<file path="src/sv/cctwc_cell.sv">
// One cell of the word chain: holds a byte, shifts it on, and compares it.
module cctwc_cell
(
    input  logic       clk,
    input  logic       shift_en,
    input  logic [7:0] din,
    output logic [7:0] dout,
    input  logic [7:0] row_byte,
    input  logic       care,
    input  logic       match_in,
    output logic       match_out
);
    logic [7:0] byte_reg;

    // Take the neighbor's byte when the chain advances.
    always_ff @(posedge clk)
    begin
        if (shift_en)
        begin
            byte_reg <= din;
        end
    end

    assign dout = byte_reg;

    // Pass the match on, ignoring cells past the word's end.
    assign match_out = match_in & (~care | (byte_reg == row_byte));

endmodule

</file>
<file path="config.mk">
export PLATFORM = sky130hd
export DESIGN_NAME = cctwc_cell
export DESIGN_NICKNAME = d
export VERILOG_FILES = /design/src/sv/cctwc_cell.sv
export SDC_FILE = /design/constraint.sdc
export NUM_CORES = 1
export LEC_CHECK = 0
export BUFFER_PORTS_ARGS = -buffer_cell sky130_fd_sc_hd__buf_2
export CORE_AREA = 2 2 39 41
export CTS_BUF_LIST = sky130_fd_sc_hd__clkbuf_8
export CTS_CLUSTER_SIZE = 14
export DETAILED_ROUTE_END_ITERATION = 10
export DIE_AREA = 0 0 41 43
export GPL_TIMING_DRIVEN = 0
export PLACE_DENSITY = 0.67
export SLEW_MARGIN = 20
export SYNTH_ARGS = -nofsm -noshare
export SYNTH_HDL_FRONTEND = slang
export SYNTH_SLANG_ARGS = --single-unit
</file>
<file path="constraint.sdc">
create_clock -name clk -period 1.6 [get_ports clk]
set_clock_uncertainty 0.05 [all_clocks]
set_input_delay 0.08 -clock clk [delete_from_list [all_inputs] [get_ports clk]]
set_output_delay 0.08 -clock clk [all_outputs]
set_load 0.005 [all_outputs]
</file>
==> impl_results.md <==
* First-pass GRT wire length at 1120 um
* Final Non-Filler Cells at 75
* Mapped Cells at 20
* CTS tree: done
* H-tree depth at 1
* WL/cell at 9.61 um
* Fmax at 732 MHz
* Die ar. at 0.00176 mm2
* Outcome: finished, final reports clean
* Setup TNS at 0 ns
* DR vias/cell at 3.88
* Async set-reset flop share out of synthesis at 0%
* Drt pass-1 iters at 4
* Top cells by count, synth: edfxtp_1 (8), xnor2_1 (8), nand4_1 (2), and2_1 (1), o21ai_1 (1)
* Cts hold-fix bufs at 8
* Area growth syn-to-layout at 84.3%
* Largest register FFs at 8
* Cell Area, Synth at around 330 um2
* Max_cap viols at 0
* Starting DRT DRC Count at 8
* Worst slew margin at 88.7%
* Number of synthesized register bits at 8
* Largest net degree at the start of global routing at 9
* Critical setup path kind: reg -> out
* Final max-slew violation count at 0
* IO Count at 29
* Top cell type by total area after synthesis: edfxtp_1
* Root buffer cell: clkbuf_8
* Net count after synthesis at 40
* Number of remaining DRC errors at 0
* Synth Area per Inst at 16.7 um2
* Tot GR Track Use at 9.90%
* RSZ-0062 raised after global routing: no
* Worst slew pin tran at 0.170 ns
* Final Hold Vio Count at 0
* CP endpoint kind: output pin
* Multi-input gate area at roughly 94 um2
* Final setup margin at between 0.2 and 0.25 ns
* Clock Tree Buf Depth at 2
* Worst hold path class: in -> reg
* Top post-synthesis cells by area: edfxtp_1 (72%), xnor2_1 (21%), nand4_1 (3.7%)
* Crit path DAT at 1.24 ns
* Final setup viols at 0
* CTS buffer count at 3
* Distinct cells, synth at 5
* Vias in the first global route at 324
* Drt total wl at 721 um
* Clock Sinks at 8
* Total number of vias at ~290
* Period utilisation layout at 85.4%
* Gpl congestion at 0.622
* Crit start category: flop
* Width of the die at 41 um
* LEAKAGE at 0.265 nW
* Die Span Y at 43 um
* Starting Density at between 20 and 25%
* DP Cell Count at 64
* GR Overflow Total at 0
* Port Buffers at 28
* EDFF count, synth at 8
* Row cnt at 14
* P per Cell Area at 929 mW/mm2
* Clock Pin Slew Worst Setup and Hold Paths at 0.04 ns
* Minimum clock period at roughly 1.4 ns
* Diodes inserted at 0
* Max VDD drop at 0.545 mV
* DP Worst Slack at ~0.43 ns
* Initial antenna violation count at 0
* Worst EP required at 1.47 ns
* Final ANT Viol Nets at 0
* FF/Latch Area at ~240 um2
* Syn. warnings at 0
* Crit path max fanout at 2
* Core area at 0.00138 mm2
* Synth top area share at 71.9%
* Fill count at 130
* Fin nets at just over 80
* Post-CTS Resized at 0
* Seq/Total Area, Yosys at 71.9%
* Ys flop type: edfxtp_1
* Setup Fix Bufs, Post-CTS at 0
* Layout cells sized above 1 at 52.5%
==> worst paths after layout <==
kind | from | to | slack (ns) | cells past startpoint
worst max-delay path | dout[2] | match_out | 0.23 | 5
worst min-delay path | shift_en | dout[1] | 0.15 | 1
==> layout by cell type (no fill, tap or decap) <==
cell / Yosys / layout
buf_2: 0 / 28
xnor2_1: 8 / 8
edfxtp_1: 8 / 8
dlygate4sd3_1: 0 / 8
clkbuf_8: 0 / 3
nand4_1: 2 / 2
o21ai_1: 1 / 1
and2_1: 1 / 1
==> critical path, stage by stage (launching register included) <==
cell and delay, ns:
edfxtp_1 0.39, xnor2_1 0.16, nand4_1 0.12, o21ai_1 0.13
and2_1 0.12, buf_2 0.10
==> where the power goes <==
part / leakage [nW] / internal (mW) / switching, mW / total [mW]
combinational: 0.165 / 0.0577 / 0.0294 / 0.0872
sequential: 0.0783 / 0.251 / 0.0100 / 0.261
clock: 0.0216 / 0.161 / 0.0620 / 0.223
==> through the flow <==
step           area (um2)  power, mW  hold WS (ns)  utilization (%)
3_5_place_dp          494      0.337         0.208             35.7
2_1_floorplan         334      0.291         0.129                -
3_3_place_gp          494      0.336         0.207             35.7
4_1_cts               616      0.576         0.149             44.5
5_1_grt               616      0.603         0.158             44.5
6_report              616      0.572         0.149             44.5
==> logic make-up after synthesis <==
kind of cell,Yosys count,synth area share [%]
DFF,8,71.9
xor gates and xnor gates,8,21.0
and+or+nand+nor,3,5.62
AOI/OAI and AO/OA,1,1.50
==> layer usage <==
layer	wire length [um]	track usage [%]
met1	239	7.12
met2	417	19.1
met3	64	4.71
met4	0	4.00
met5	0	0
==> final cells by class <==
type                       count  share of cell area (%)
sequential                     8                    39.0
timing repair buffer          36                    35.8
clock buffer                   3                    6.71
multi-input combinational     12                    15.2
tap                           16                    3.25
Power figures use the tool's default switching activity.
